### src/rsltab_pkg.sv
// ----------------------------------------------------------------------------
// rsltab_pkg
// Shared field types and operation/status codes of the request slot table.
// ----------------------------------------------------------------------------
package rsltab_pkg;

   // field types of one request word and one response word
   typedef logic [1:0]  action_type;
   typedef logic [15:0] req_id_type;
   typedef logic [1:0]  status_type;
   typedef logic [3:0]  slot_type;

   // operation codes
   localparam action_type ACT_ADD   = 2'd0;
   localparam action_type ACT_GET   = 2'd1;
   localparam action_type ACT_ERASE = 2'd2;

   // response status codes
   localparam status_type STAT_DONE    = 2'd0;
   localparam status_type STAT_NOMATCH = 2'd1;
   localparam status_type STAT_FULL    = 2'd2;

   // width of the reported slot field
   localparam int SLOT_FIELD_W = 4;

endpackage

### src/rsltab_if.sv
// ----------------------------------------------------------------------------
// rsltab_if
// Valid/ready channels of the request slot table: request and response.
// ----------------------------------------------------------------------------
interface rsltab_req_if
   import rsltab_pkg::*;
();
   logic       valid;
   logic       ready;
   action_type action;
   req_id_type lookup_id;

   modport source (output valid, output action, output lookup_id, input ready);
   modport sink   (input valid, input action, input lookup_id, output ready);
endinterface

interface rsltab_rsp_if
   import rsltab_pkg::*;
();
   logic       valid;
   logic       ready;
   status_type status;
   slot_type   slot;

   modport source (output valid, output status, output slot, input ready);
   modport sink   (input valid, input status, input slot, output ready);
endinterface

### src/rsltab_id_ram.sv
// ----------------------------------------------------------------------------
// rsltab_id_ram
// Id store of the slot table: one write port, one read port, registered read.
// ----------------------------------------------------------------------------
module rsltab_id_ram
   import rsltab_pkg::*;
#(
   parameter int DEPTH = 16,
   parameter int AW    = 4
) (
   input  logic          clock,
   input  logic          wr_en,
   input  logic [AW-1:0] wr_addr,
   input  req_id_type    wr_data,
   input  logic          rd_en,
   input  logic [AW-1:0] rd_addr,
   output req_id_type    rd_data
);

   req_id_type mem [DEPTH];
   req_id_type rd_data_ff;

   // write claimed slot
   always_ff @(posedge clock) begin
      if (wr_en) begin
         mem[wr_addr] <= wr_data;
      end
   end

   // read one entry, data valid next cycle
   always_ff @(posedge clock) begin
      if (rd_en) begin
         rd_data_ff <= mem[rd_addr];
      end
   end

   assign rd_data = rd_data_ff;

endmodule

### src/request_slot_table.sv
// ----------------------------------------------------------------------------
// request_slot_table
// Table of request slots: add claims the lowest free slot, get finds the
// lowest slot holding an id, erase frees every slot holding an id.
// ----------------------------------------------------------------------------
//  channel    dir  handshake       payload
//  req_chan   in   valid/ready     action[1:0], lookup_id[15:0]
//  rsp_chan   out  valid/ready     status[1:0], slot[3:0]
//
//  One word at a time. The id memory is scanned one slot per cycle through
//  its single read port. Add and get end the scan at the first free or
//  matching slot, misses and erase scan every slot, and action 3 goes
//  straight to a no-match response; then the response waits for
//  rsp_chan.ready, and the table returns to idle before the next request.
//  Valid marks are flip-flops cleared by reset; the id memory needs no clear.
//  req_chan.ready is high only while no word is in progress.
// ----------------------------------------------------------------------------
module request_slot_table
   import rsltab_pkg::*;
#(
   parameter int SLOTS = 16
) (
   input  logic         clock,
   input  logic         reset,
   rsltab_req_if.sink   req_chan,
   rsltab_rsp_if.source rsp_chan
);

   localparam int IDX_W = $clog2(SLOTS);
   localparam logic [IDX_W-1:0] LAST_IDX  = IDX_W'(SLOTS - 1);
   localparam logic [IDX_W:0]   SLOTS_CNT = (IDX_W + 1)'(SLOTS);

   typedef enum logic [2:0] {
      ST_IDLE = 3'b001,
      ST_SCAN = 3'b010,
      ST_RESP = 3'b100
   } state_type;

   state_type        state_ff, state_in;
   logic [SLOTS-1:0] valid_ff, valid_in;
   logic [IDX_W:0]   cnt_ff, cnt_in;
   logic             cmp_vld_ff, cmp_vld_in;
   logic [IDX_W-1:0] cmp_idx_ff;
   logic             found_ff, found_in;
   logic [IDX_W-1:0] first_ff, first_in;
   action_type       act_ff;
   req_id_type       id_ff;
   status_type       status_ff, status_in;
   logic [IDX_W-1:0] ridx_ff, ridx_in;

   logic             accept;
   logic             issue;
   logic             hit;
   logic             free;
   logic             last;
   logic             wr_en;
   req_id_type       rd_data;
   logic [IDX_W+3:0] slot_pad;

   assign accept = req_chan.valid && req_chan.ready;
   assign issue  = (state_ff == ST_SCAN) && (cnt_ff < SLOTS_CNT);

   // id memory
   rsltab_id_ram #(
      .DEPTH (SLOTS),
      .AW    (IDX_W)
   ) u_id_ram (
      .clock   (clock),
      .wr_en   (wr_en),
      .wr_addr (cmp_idx_ff),
      .wr_data (id_ff),
      .rd_en   (issue),
      .rd_addr (cnt_ff[IDX_W-1:0]),
      .rd_data (rd_data)
   );

   // compare the entry read last cycle
   assign hit  = valid_ff[cmp_idx_ff] && (rd_data == id_ff);
   assign free = !valid_ff[cmp_idx_ff];
   assign last = (cmp_idx_ff == LAST_IDX);

   // scan sequencer
   always_comb begin
      state_in   = state_ff;
      valid_in   = valid_ff;
      cnt_in     = cnt_ff;
      cmp_vld_in = 1'b0;
      found_in   = found_ff;
      first_in   = first_ff;
      status_in  = status_ff;
      ridx_in    = ridx_ff;
      wr_en      = 1'b0;
      unique case (state_ff)
         ST_IDLE: begin
            cnt_in   = '0;
            found_in = 1'b0;
            if (accept) begin
               if (req_chan.action == ACT_ADD || req_chan.action == ACT_GET ||
                   req_chan.action == ACT_ERASE) begin
                  state_in = ST_SCAN;
               end else begin
                  status_in = STAT_NOMATCH;
                  ridx_in   = '0;
                  state_in  = ST_RESP;
               end
            end
         end
         ST_SCAN: begin
            if (issue) begin
               cnt_in     = cnt_ff + 1'b1;
               cmp_vld_in = 1'b1;
            end
            if (cmp_vld_ff) begin
               priority case (act_ff)
                  ACT_ADD: begin
                     if (free) begin
                        wr_en                = 1'b1;
                        valid_in[cmp_idx_ff] = 1'b1;
                        status_in            = STAT_DONE;
                        ridx_in              = cmp_idx_ff;
                        state_in             = ST_RESP;
                     end else if (last) begin
                        status_in = STAT_FULL;
                        ridx_in   = '0;
                        state_in  = ST_RESP;
                     end
                  end
                  ACT_GET: begin
                     if (hit) begin
                        status_in = STAT_DONE;
                        ridx_in   = cmp_idx_ff;
                        state_in  = ST_RESP;
                     end else if (last) begin
                        status_in = STAT_NOMATCH;
                        ridx_in   = '0;
                        state_in  = ST_RESP;
                     end
                  end
                  default: begin
                     // erase: drop every matching slot, report the lowest
                     if (hit) begin
                        valid_in[cmp_idx_ff] = 1'b0;
                        if (!found_ff) begin
                           found_in = 1'b1;
                           first_in = cmp_idx_ff;
                        end
                     end
                     if (last) begin
                        if (found_ff || hit) begin
                           status_in = STAT_DONE;
                           ridx_in   = found_ff ? first_ff : cmp_idx_ff;
                        end else begin
                           status_in = STAT_NOMATCH;
                           ridx_in   = '0;
                        end
                        state_in = ST_RESP;
                     end
                  end
               endcase
            end
            if (state_in != ST_SCAN) begin
               cmp_vld_in = 1'b0;
            end
         end
         ST_RESP: begin
            if (rsp_chan.ready) begin
               state_in = ST_IDLE;
            end
         end
         default: begin
            state_in = ST_IDLE;
         end
      endcase
   end

   // control state
   always_ff @(posedge clock) begin
      if (reset) begin
         state_ff   <= ST_IDLE;
         valid_ff   <= '0;
         cmp_vld_ff <= 1'b0;
         found_ff   <= 1'b0;
         cnt_ff     <= '0;
      end else begin
         state_ff   <= state_in;
         valid_ff   <= valid_in;
         cmp_vld_ff <= cmp_vld_in;
         found_ff   <= found_in;
         cnt_ff     <= cnt_in;
      end
   end

   // payload: request word, compare index, response word
   always_ff @(posedge clock) begin
      if (accept) begin
         act_ff <= req_chan.action;
         id_ff  <= req_chan.lookup_id;
      end
      cmp_idx_ff <= cnt_ff[IDX_W-1:0];
      first_ff   <= first_in;
      status_ff  <= status_in;
      ridx_ff    <= ridx_in;
   end

   // report the low bits of the slot index
   assign slot_pad = {4'b0000, ridx_ff};

   assign req_chan.ready = (state_ff == ST_IDLE);
   assign rsp_chan.valid = (state_ff == ST_RESP);
   assign rsp_chan.status = status_ff;
   assign rsp_chan.slot   = slot_pad[SLOT_FIELD_W-1:0];

`ifndef SYNTHESIS
   // a known operation always starts a scan
   a_scan_start: assert property (@(posedge clock) disable iff (reset)
      (accept && (req_chan.action == ACT_ADD || req_chan.action == ACT_GET ||
                  req_chan.action == ACT_ERASE)) |=> (state_ff == ST_SCAN))
      else $error("known operation did not start a scan");

   // at most one slot is claimed per cycle
   a_one_claim: assert property (@(posedge clock) disable iff (reset)
      1'b1 |=> ($countones(valid_ff) <= $countones($past(valid_ff)) + 1))
      else $error("more than one slot claimed in a cycle");

   // full is reported only when every slot is taken
   a_full_all: assert property (@(posedge clock) disable iff (reset)
      (rsp_chan.valid && rsp_chan.status == STAT_FULL) |-> (&valid_ff))
      else $error("full reported with a free slot");

   // a failed operation reports slot zero
   a_slot_zero: assert property (@(posedge clock) disable iff (reset)
      (rsp_chan.valid && rsp_chan.status != STAT_DONE) |-> (rsp_chan.slot == '0))
      else $error("nonzero slot on a failed operation");

   // an id write always marks its slot valid
   a_write_valid: assert property (@(posedge clock) disable iff (reset)
      wr_en |=> valid_ff[$past(cmp_idx_ff)])
      else $error("id written without claiming the slot");
`endif

endmodule
### src/flat_wrapper.sv
// flat-port wrapper written by rule: the top's interface ports become plain ports
module request_slot_table_flat import rsltab_pkg::*;
#(
   parameter int SLOTS = 16
)
  (clock, reset, req_chan_valid, req_chan_action, req_chan_lookup_id, req_chan_ready, rsp_chan_valid, rsp_chan_status, rsp_chan_slot, rsp_chan_ready);
  rsltab_req_if req_chan_i ();
  rsltab_rsp_if rsp_chan_i ();
  input  logic clock;
  input  logic reset;
  input wire logic [$bits(req_chan_i.valid)-1:0] req_chan_valid;
  input wire logic [$bits(req_chan_i.action)-1:0] req_chan_action;
  input wire logic [$bits(req_chan_i.lookup_id)-1:0] req_chan_lookup_id;
  output wire logic [$bits(req_chan_i.ready)-1:0] req_chan_ready;
  output wire logic [$bits(rsp_chan_i.valid)-1:0] rsp_chan_valid;
  output wire logic [$bits(rsp_chan_i.status)-1:0] rsp_chan_status;
  output wire logic [$bits(rsp_chan_i.slot)-1:0] rsp_chan_slot;
  input wire logic [$bits(rsp_chan_i.ready)-1:0] rsp_chan_ready;
  assign req_chan_i.valid = req_chan_valid;
  assign req_chan_i.action = req_chan_action;
  assign req_chan_i.lookup_id = req_chan_lookup_id;
  assign req_chan_ready = req_chan_i.ready;
  assign rsp_chan_valid = rsp_chan_i.valid;
  assign rsp_chan_status = rsp_chan_i.status;
  assign rsp_chan_slot = rsp_chan_i.slot;
  assign rsp_chan_i.ready = rsp_chan_ready;
  request_slot_table #(.SLOTS(SLOTS)) u_core (.clock(clock), .reset(reset), .req_chan(req_chan_i), .rsp_chan(rsp_chan_i));
endmodule
### config.mk
export PLATFORM = sky130hd
export DESIGN_NAME = request_slot_table_flat
export DESIGN_NICKNAME = d
export VERILOG_FILES = /design/src/rsltab_pkg.sv /design/src/rsltab_if.sv /design/src/rsltab_id_ram.sv /design/src/request_slot_table.sv /design/src/flat_wrapper.sv
export SDC_FILE = /design/constraint.sdc
export NUM_CORES = 1
export LEC_CHECK = 0
export BUFFER_PORTS_ARGS = -buffer_cell sky130_fd_sc_hd__buf_2
export CELL_PAD_IN_SITES_DETAIL_PLACEMENT = 1
export CELL_PAD_IN_SITES_GLOBAL_PLACEMENT = 1
export CORE_ASPECT_RATIO = 1.75
export CORE_UTILIZATION = 55
export DETAILED_ROUTE_END_ITERATION = 10
export HOLD_SLACK_MARGIN = 0.05
export PLACE_DENSITY = 0.81
export SETUP_SLACK_MARGIN = 0.2
export SYNTH_ARGS = -nofsm -noshare
export SYNTH_HDL_FRONTEND = slang
export SYNTH_SLANG_ARGS = --single-unit
### constraint.sdc
create_clock -name clock -period 4.3 [get_ports clock]
set_input_delay 0 -clock clock [delete_from_list [all_inputs] [get_ports clock]]
set_output_delay 0 -clock clock [all_outputs]
set_load 0.01 [all_outputs]
# After elaboration in Yosys (flattened, before gate mapping)

Memories as Yosys holds them, arrays and structs flattened. A register that Yosys moved wholly into a read port is not among the register bits.
Cells that the tools add are included.

Memories: 1
Bits of input ports: 22
Word-level logic and storage cells: 114
Register bits after elaboration: 58
Bits in writable memories: 256

Eq/ne operators: 20
Add/subtract/negate cells: 1
Order comparisons: 3
Bitwise logic cells: 6
Reductions and logical operators: 20
Muxes and demuxes: 52

Memories:

| memory              | words | bits a word | read ports | clocked after memory_dff | wr ports | line                | text |
|---|---|---|---|---|---|---|---|
| u_core.u_id_ram.mem | 16    | 16          | 1          | 1                        | 1        | rsltab_id_ram.sv:20 | `req_id_type mem [DEPTH];` |

Operator list:

| kind                  | number |
|---|---|
| $mux W4               | 9 |
| $mux W16              | 2 |
| $pmux W16 S2          | 1 |
| $mux W3               | 8 |
| $and A16 B16 Y16      | 1 |
| $eq A16 B16 Y1        | 1 |
| $mux W2               | 8 |
| $not A16 Y16          | 1 |
| $or A16 B16 Y16       | 1 |
| $pmux W4 S2           | 2 |
| $mux W1               | 13 |
| $pmux W5 S2           | 1 |
| $reduce_and A5 Y1     | 2 |
| $pmux W3 S3           | 1 |
| $ne A2 B1 Y1 const B  | 4 |
| $ne A2 B2 Y1 const B  | 4 |
| $ne A4 B3 Y1 const B  | 2 |
| $pmux W2 S2           | 2 |
| $reduce_and A4 Y1     | 2 |
| $reduce_and A7 Y1     | 1 |
| $pmux W3 S2           | 1 |
| $add A5 B1 Y5 const B | 1 |
| $lt A4 B5 Y1 const B  | 1 |
| $lt A5 B5 Y1 const B  | 1 |
| 21 further kinds      | 32 |

# Depth between registers and ports, before layout

Gate-level depths: netlist of the first run.

Depth after elaboration: 9
Mapped depth: 8
Mapped depth without buffers: 6

# Hierarchy

A second synthesis of the first run with hierarchy kept.

Cell total of the unflattened synthesis: 685
Area, all modules: 12949.9 sq um

By module, submodules not included:

| module             | area each (sq um) | times used | cells an instance |
|---|---|---|---|
| rsltab_id_ram      | 10203.5           | 1          | 432 |
| request_slot_table | 2746.4            | 1          | 253 |

# Least setup slack after synthesis of the first run

No wires, ideal clock.

Path kind: register -> register
Start: register u_core.cmp_idx_ff[0]
End: memory u_core.u_id_ram.mem[12][0] (netlist name) (enable)
Stages on the path, launching flop included: 7
Buffers on the path: 1
Library setup time: 409 ps
Arrival: 2770 ps
Slack: 1121 ps
Cells stage by stage: dfxtp_1 -> mux4_2 -> a22oi_2 -> and3_1 -> buf_2 -> nand2_1 -> nor3_1

Longest elaborated chain between the ends: 8

Ends and longest elaborated chain:

| what                          | line                      | text |
|---|---|---|
| start: declaration            | request_slot_table.sv:43  | `logic [IDX_W-1:0] cmp_idx_ff;` |
| start signal: assignment      | request_slot_table.sv:199 | `cmp_idx_ff <= cnt_ff[IDX_W-1:0];` |
| $bmux W1 S4                   | request_slot_table.sv:79  | `assign free = !valid_ff[cmp_idx_ff];` |
| $mux W1 (implied by the code) | request_slot_table.sv:79  |  |
| $mux W1                       | request_slot_table.sv:116 | `if (free) begin` |
| $mux W1                       | request_slot_table.sv:114 | `priority case (act_ff)` |
| $mux W1                       | request_slot_table.sv:113 | `if (cmp_vld_ff) begin` |
| $mux W1                       | request_slot_table.sv:93  | `unique case (state_ff)` |
| $mux W1                       | rsltab_id_ram.sv:25       | `if (wr_en) begin` |
| $mux W1 (implied by the code) | rsltab_id_ram.sv:26       | `mem[wr_addr] <= wr_data;` |
| end: declaration              | rsltab_id_ram.sv:20       |  |

Several ways; a longest one is shown, not always the timed one. The select of a mux whose other input is x is not followed.

# Final worst setup path of the first run

Start: register u_core.cmp_idx_ff[0]
End: memory u_core.u_id_ram.mem[10][11] (netlist name) (enable)

The elaborated chain is that of the path after synthesis.

==> impl_metrics.tcl, run 1 <==
set metrics [dict create \
    place_worst_setup_slack_ps 1300 \
    reg2reg_depth 7 \
    dr_wl_met3_mm 1.75 \
    grt_pass1_wl_mm 47.6 \
    detail_route.wirelength.met1_mm 11.1 \
    crit_path_max_fanout 20 \
    synth_sequential_area_ratio_pct 74.8 \
    clk_pin_slew_ps 70 \
    crit_arrival_ps 3290 \
    status "finished, final reports clean" \
    totalWireLength_mm 31.9 \
    layout-drive-gt1-share_pct 30.3 \
    worst_pin_slew_ps 1030 \
    primary_flip_flop_cell_chosen_by_synthesis_mapping "sky130_fd_sc_hd__edfxtp_1" \
    cts_tree "done" \
    diodes 0 \
    synth_fp_nets 654 \
    critPathLaunchType "flip-flop" \
    vias_per_cell 6.44 \
    period_share_pct 70.8 \
    asyncSetResetFlopFracSynth_pct 0 \
    num_io_pins 30 \
    cts_made_buffers 29 \
    max_cap_viol_count 0 \
    routabilityCongestion 0.878 \
    latest_clock_arrival_within_the_worst_skew_pair_ps 570 \
    layout_min_cycle_time_ps 3050 \
    firstDrtPassIters 7 \
    power_leakage_nw 4.62 \
    setup_viol 0 \
    routed-via-count 6641 \
    highest_metal_layer_with_signal_wires "met4" \
    setup_repair_after_global_routing_missed_its_margin "false" \
    synth_warnings 0 \
    irDropWorstVdd_mv 0.364 \
    drt-initial-drc-count 556 \
    antenna_found_initial 0 \
    net_count_of_the_finished_layout 732 \
    clock_tree.root_cell "sky130_fd_sc_hd__clkbuf_16" \
    clock_sink_count 330 \
    clockBufferDepth 3 \
    initial_utilization_pct 56.2 \
    worst_clock_skew_ps 18.6 \
    timing.critical_path.to_type "flip-flop" \
    timing.final.max_slew_violations 0 \
    syn_avg_cell_area_sq_um 20.3 \
    io_buffers 29 \
    fp.coreArea_sq_um 22800 \
    finalWorstSetupSlack_ps 1250 \
    timing.setup.tns_ps 0 \
    timing_worst_setup_path_type "reg -> reg" \
    synth_edf_count 300 \
    die_height_microns 204 \
    worst_hold_path.endpoint "u_core.id_ff[4]$_DFFE_PP_" \
    worst-r2r-setup-slack_ps 1250 \
    gr-total-overflow 0 \
    power_density_nw_per_um2 455 \
    worst_r2r_startpoint "u_core.cmp_idx_ff[0]$_DFF_P_" \
    wire_per_inst_microns 30.9 \
    pin_count_of_the_biggest_net_entering_global_routing 55 \
    relSlewSlack_pct 31.0 \
    die_area_sq_um 24000 \
    h-tree-depth 1 \
    postLayoutCoreUtil_pct 65.0 \
    cts_resized 0 \
    hp-start "req_chan_lookup_id[4]" \
    dpl_cell_area_sq_um 13500 \
    dp_hpwl_mm 20.9 \
    post_route_standard_cell_area_excluding_fillers_sq_um 14800 \
    syn_inst 631 \
    post_detailed_route_count_of_antenna_violating_nets 0 \
    clock.fmax_mhz 328 \
    holdPathStages 2 \
    synth.distinct_cells 50 \
    hold_class "in -> reg" \
    worst_r2r_endpoint "u_core.u_id_ram.mem[10][11]$_DFFE_PP_" \
    hold_viol 0 \
    grt_pass1_vias 7137 \
    post_synth_instance_area_sq_um 12800 \
    critical_path_required_ps 4540 \
    fp-row-count 73 \
    flow.area_growth_from_synthesis_pct 15.5 \
    die_x_microns 118 \
    met2WireLength_mm 17.1 \
    drc_violations 0 \
    postSynthRegisterBits 330 \
    grt_usage_pct 28.2 \
]
sequential cells by signal (all words and copies together) (netlist names), 3 cells and up, named ones only:
| name | flops |
|---|---|
| u_core.u_id_ram.rd_data | 16 |
| u_core.u_id_ram.mem | 256 |
| u_core.rsp_chan.slot | 4 |
| u_core.cmp_idx_ff | 4 |
| u_core.first_ff | 4 |
| u_core.id_ff | 16 |
| u_core.cnt_ff | 5 |
| u_core.state_ff | 3 |
where the power goes:
part	leakage, nW	total, mW	internal (mW)	switching (mW)
Clock	0.525	2.94	1.81	1.13
Sequential	2.95	3.60	3.54	0.0550
Combinational	1.15	0.204	0.0783	0.125
layout by cell type, fill, tap and decap left out, drive strengths merged, types with 2 or more instances in the layout:
cell | synthesis | final
nand2b | 6 | 6
clkinvlp | 0 | 2
dlygate4sd3 | 0 | 22
and3 | 3 | 3
mux4 | 84 | 84
and2b | 4 | 4
a311oi | 3 | 3
nor3 | 9 | 9
bufinv | 0 | 8
nand3 | 7 | 7
nor3b | 2 | 2
edfxtp | 300 | 300
a211oi | 13 | 13
nor2b | 3 | 3
o21ai | 2 | 2
a221o | 4 | 4
a21oi | 7 | 7
dfxtp | 30 | 30
or2 | 3 | 3
inv | 5 | 6
nor2 | 35 | 35
a31oi | 18 | 18
a41oi | 5 | 5
buf | 18 | 60
or3 | 2 | 2
clkbuf | 17 | 41
and2 | 2 | 2
clkinv | 0 | 2
nand2 | 10 | 10
mux2 | 4 | 4
nand4 | 6 | 6
xor2 | 2 | 2
xnor2 | 16 | 16
synthesized netlist by cell type, types with 2 or more instances:
cell type                    n  area share, %
sky130_fd_sc_hd__a211oi_1   13           0.76
sky130_fd_sc_hd__a21oi_1     7           0.27
sky130_fd_sc_hd__a221o_1     4           0.31
sky130_fd_sc_hd__a311oi_1    3           0.20
sky130_fd_sc_hd__a31oi_1    17           0.83
sky130_fd_sc_hd__a41oi_1     4           0.27
sky130_fd_sc_hd__and2_1      2          0.097
sky130_fd_sc_hd__and2b_1     4           0.23
sky130_fd_sc_hd__and3_1      3           0.15
sky130_fd_sc_hd__buf_1       7           0.20
sky130_fd_sc_hd__buf_2       9           0.35
sky130_fd_sc_hd__clkbuf_1   16           0.47
sky130_fd_sc_hd__dfxtp_1    30            4.7
sky130_fd_sc_hd__edfxtp_1  300             70
sky130_fd_sc_hd__inv_1       4           0.12
sky130_fd_sc_hd__mux2_2      4           0.35
sky130_fd_sc_hd__mux4_2     84             15
sky130_fd_sc_hd__nand2_1    10           0.29
sky130_fd_sc_hd__nand2b_1    6           0.29
sky130_fd_sc_hd__nand3_1     6           0.23
sky130_fd_sc_hd__nand4_1     6           0.29
sky130_fd_sc_hd__nor2_1     35            1.0
sky130_fd_sc_hd__nor2b_1     3           0.15
sky130_fd_sc_hd__nor3_1      9           0.35
sky130_fd_sc_hd__o21ai_0     2          0.078
sky130_fd_sc_hd__or2_2       2          0.097
sky130_fd_sc_hd__or3_1       2          0.097
sky130_fd_sc_hd__xnor2_1    16            1.1
sky130_fd_sc_hd__xor2_1      2           0.14
final cells by class:
class | count | area, sq um
clock inverters | 13 | 273
multi-input cells | 261 | 3110
repair buffers | 82 | 623
inverters | 5 | 18.8
fillers | 1885 | 8000
well taps | 300 | 375
clock buffers | 41 | 821
flip-flops and latches | 330 | 9610
metrics by stage:
step / cells / hold WS (ps) / power, mW
global placement: 956 / 177 / 3.84
floorplan: 631 / 98.9 / 3.74
finish: 1032 / 146 / 6.74
detailed placement: 956 / 178 / 3.86
global route: 1032 / 143 / 6.90
CTS: 1032 / 134 / 6.78
cell families after synthesis:
| family | Yosys count | synth area share [%] |
|---|---|---|
| AOI/OAI and AO/OA | 57 | 3.31 |
| xor gates and xnor gates | 18 | 1.23 |
| adders and majority gates | 1 | 0.0974 |
| buffers and inverters | 40 | 1.35 |
| DFF | 330 | 74.8 |
| muxes | 89 | 15.2 |
| and+or+nand+nor | 96 | 4.01 |
how the worst max path moves through the flow:
stage                                    startpoint                                    end  slack (ps)
floorplan              u_core.cmp_idx_ff[0]$_DFF_P_   u_core.u_id_ram.mem[12][0]$_DFFE_PP_        1120
global placement       u_core.cmp_idx_ff[0]$_DFF_P_  u_core.u_id_ram.mem[15][13]$_DFFE_PP_        1390
detailed placement     u_core.cmp_idx_ff[0]$_DFF_P_  u_core.u_id_ram.mem[15][13]$_DFFE_PP_        1300
CTS                    u_core.cmp_idx_ff[0]$_DFF_P_  u_core.u_id_ram.mem[10][13]$_DFFE_PP_        1280
global route        u_core.state_ff[0]$_SDFFE_PP1P_    u_core.u_id_ram.mem[0][5]$_DFFE_PP_        1070
finish                 u_core.cmp_idx_ff[0]$_DFF_P_  u_core.u_id_ram.mem[10][11]$_DFFE_PP_        1250
routing by layer:
layer / vias up / global-route usage, %
met4: 0 / 16.6
met5: - / 0
li1: 2770 / -
met2: 302 / 49.9
met1: 3487 / 32.8
met3: 82 / 4.07
worst max-delay path, cell delays in order, from the launching register on:
cell,delay [ps]
sky130_fd_sc_hd__dfxtp_1,650
sky130_fd_sc_hd__mux4_2,580
sky130_fd_sc_hd__a22oi_2,230
sky130_fd_sc_hd__and3_1,220
sky130_fd_sc_hd__buf_4,270
sky130_fd_sc_hd__nand3_1,270
sky130_fd_sc_hd__nor2_2,190
sky130_fd_sc_hd__buf_4,290
repair_timing:
action	in CTS	in global routing
endpoints found under the setup margin	0	0
hold buffers	22	0
endpoints found under the hold margin	46	0
setup buffers	0	0
No activity file was read; power rests on OpenSTA's default activity.
==> run 2: changes to the inputs <==
--- a/config.mk
+++ b/config.mk
@@ -9,10 +9,10 @@
 export CELL_PAD_IN_SITES_DETAIL_PLACEMENT = 1
 export CELL_PAD_IN_SITES_GLOBAL_PLACEMENT = 1
 export CORE_ASPECT_RATIO = 1.75
-export CORE_UTILIZATION = 55
+export CORE_UTILIZATION = 49
 export DETAILED_ROUTE_END_ITERATION = 10
 export HOLD_SLACK_MARGIN = 0.05
-export PLACE_DENSITY = 0.81
+export PLACE_DENSITY = 0.77
 export SETUP_SLACK_MARGIN = 0.2
 export SYNTH_ARGS = -nofsm -noshare
 export SYNTH_HDL_FRONTEND = slang
==> constraint.sdc (replaced) <==
create_clock -name clock -period 2.78 [get_ports clock]
set_input_delay 0 -clock clock [delete_from_list [all_inputs] [get_ports clock]]
set_output_delay 0 -clock clock [all_outputs]
set_load 0.01 [all_outputs]
==> run 2 against run 1 <==
Non-clock buffer count rose by 30; sequential share of layout area fell by 1.1 points; largest power group unchanged; critical path type unchanged; wire length fell by 0.49%; die area rose by 12%; highest routed layer unchanged; critical endpoint is now u_core.u_id_ram.mem[3][9]$_DFFE_PP_; fmax rose by 22%.
==> impl_metrics.tcl, run 2 (synthesis results as in run 1) <==
set metrics [dict create \
    relSlewSlack_pct 58.1 \
    flow.area_growth_from_synthesis_pct 17.5 \
    wire_per_inst_microns 29.4 \
    most-common-layout-cells "sky130_fd_sc_hd__edfxtp_1, sky130_fd_sc_hd__mux4_2, sky130_fd_sc_hd__buf_4, sky130_fd_sc_hd__clkbuf_16, sky130_fd_sc_hd__buf_2" \
    worst_pin_slew_ps 629 \
    firstDrtPassIters 4 \
    routabilityCongestion 0.821 \
    grt_usage_pct 24.6 \
    setup.worst_path.start "u_core.cmp_idx_ff[0]$_DFF_P_" \
    largest-register "u_core.u_id_ram.mem" \
    hold_viol 0 \
    postLayoutCoreUtil_pct 58.3 \
    clock.fmax_mhz 401 \
    gr-total-overflow 0 \
    post_detailed_route_count_of_antenna_violating_nets 0 \
    setup_repair_after_global_routing_missed_its_margin "true" \
    diodes 0 \
    final_common_cell "sky130_fd_sc_hd__edfxtp_1" \
    grt_pass1_wl_mm 47.9 \
    num_io_pins 30 \
    max_cap_viol_count 0 \
    power_density_nw_per_um2 652 \
    setup_viol 0 \
    worst_r2r_startpoint "u_core.cmp_idx_ff[0]$_DFF_P_" \
    power_leakage_nw 4.76 \
    latest_clock_arrival_within_the_worst_skew_pair_ps 560 \
    dpl_cell_area_sq_um 13900 \
    timing.setup.tns_ps 0 \
    hold_slack_ps 151 \
    die_x_microns 124 \
    die_area_sq_um 26900 \
    layout_min_cycle_time_ps 2500 \
    antenna_found_initial 0 \
    net_count_of_the_finished_layout 762 \
    hold_class "in -> reg" \
    initial_utilization_pct 49.6 \
    worst_r2r_endpoint "u_core.u_id_ram.mem[3][9]$_DFFE_PP_" \
    reg2reg_depth 6 \
    final_cells 1081 \
    io_buffers 29 \
    dp_cells 1002 \
    number_of_flip_flops_under_the_largest_register_name 256 \
    status "finished, final reports clean" \
    clock_tree.root_cell "sky130_fd_sc_hd__clkbuf_16" \
    dr_wl_met3_mm 1.33 \
    pin_count_of_the_biggest_net_entering_global_routing 44 \
    timing.critical_path.to_type "flip-flop" \
    clk_pin_slew_ps 70 \
    met2WireLength_mm 17.8 \
    critPathLaunchType "flip-flop" \
    timing_worst_setup_path_type "reg -> reg" \
    post_route_standard_cell_area_excluding_fillers_sq_um 15100 \
    clockBufferDepth 3 \
    highest_metal_layer_with_signal_wires "met4" \
    detail_route.wirelength.met1_mm 11.7 \
    layout-drive-gt1-share_pct 34.2 \
    irDropWorstVdd_mv 0.472 \
    vias_per_cell 6.10 \
    h-tree-depth 1 \
    totalWireLength_mm 31.8 \
    timing.final.max_slew_violations 0 \
    fp-row-count 78 \
    critical_path_required_ps 3040 \
    critical_path.endpoint "u_core.u_id_ram.mem[3][9]$_DFFE_PP_" \
    fp.coreArea_sq_um 25900 \
    cts_made_buffers 29 \
    grt_pass1_vias 7330 \
    crit_arrival_ps 2750 \
    clock_sink_count 330 \
    die_height_microns 216 \
    period_share_pct 89.8 \
    drt-initial-drc-count 497 \
    worst_clock_skew_ps 20.9 \
    dp_hpwl_mm 21.0 \
    worst-r2r-setup-slack_ps 280 \
    drc_violations 0 \
    crit_path_max_fanout 9 \
    routed-via-count 6595 \
    cts_tree "done" \
]
==> run 2: cell count changes in the layout (fill, tap and decap cells not counted), moves of 5 or more <==
cell,delta
sky130_fd_sc_hd__buf_12,+9
sky130_fd_sc_hd__bufinv_16,-6
sky130_fd_sc_hd__clkinv_4,+7
sky130_fd_sc_hd__buf_4,+20
sky130_fd_sc_hd__clkbuf_1,-6
sky130_fd_sc_hd__clkbuf_8,-5
==> run 2: worst max-delay path: stages (launching register included) <==
cell                      delay [ps]
sky130_fd_sc_hd__dfxtp_2         420
sky130_fd_sc_hd__mux4_2          530
sky130_fd_sc_hd__a22oi_2         230
sky130_fd_sc_hd__and3_4          300
sky130_fd_sc_hd__nand3_1         250
sky130_fd_sc_hd__nor2_2          260
sky130_fd_sc_hd__buf_4           210
==> run 2: final cells by class <==
type / count / area [sq um]
fill: 2193 / 10800
sequential: 330 / 9620
multi-input combinational: 261 / 3150
timing repair buffer: 112 / 965
clock buffer: 30 / 729
tap: 320 / 400
clock inverter: 23 / 210
inverter: 5 / 18.8
==> run 2: worst min-delay path by stage <==
stage	end	cells after the start	startpoint
4_1_cts	u_core.id_ff[0]$_DFFE_PP_	2	req_chan_lookup_id[0]
5_1_grt	u_core.id_ff[15]$_DFFE_PP_	2	req_chan_lookup_id[15]
2_1_floorplan	u_core.act_ff[0]$_DFFE_PP_	0	req_chan_action[0]
3_3_place_gp	u_core.id_ff[10]$_DFFE_PP_	1	req_chan_lookup_id[10]
6_report	u_core.id_ff[0]$_DFFE_PP_	2	req_chan_lookup_id[0]
3_5_place_dp	u_core.id_ff[14]$_DFFE_PP_	1	req_chan_lookup_id[14]
==> run 2: power by group <==
part	switching, mW	internal, mW	leakage (nW)
Combinational	0.221	0.139	1.37
Sequential	0.0473	5.48	2.95
Clock	1.83	2.13	0.444
==> run 2: routing by layer <==
metal | global-route usage, % | vias to the layer above
met3 | 2.86 | 52
met1 | 29.1 | 3499
li1 | - | 2837
met5 | 0 | -
met4 | 8.67 | 0
met2 | 45.8 | 207
==> run 2: repair_timing <==
action,4_1_cts,5_1_grt
hold endpoints to repair,46,0
buffers inserted,4,0
setup endpoints to repair,281,239
gates resized for setup,7,3
hold buffers,22,0
pin swaps,2,1
==> run 2: through the flow <==
step,power [mW],setup slack [ps]
2_1_floorplan,5.79,21.2
3_3_place_gp,5.94,122
3_5_place_dp,5.96,43.4
4_1_cts,9.92,218
5_1_grt,10.1,182
6_report,9.84,284
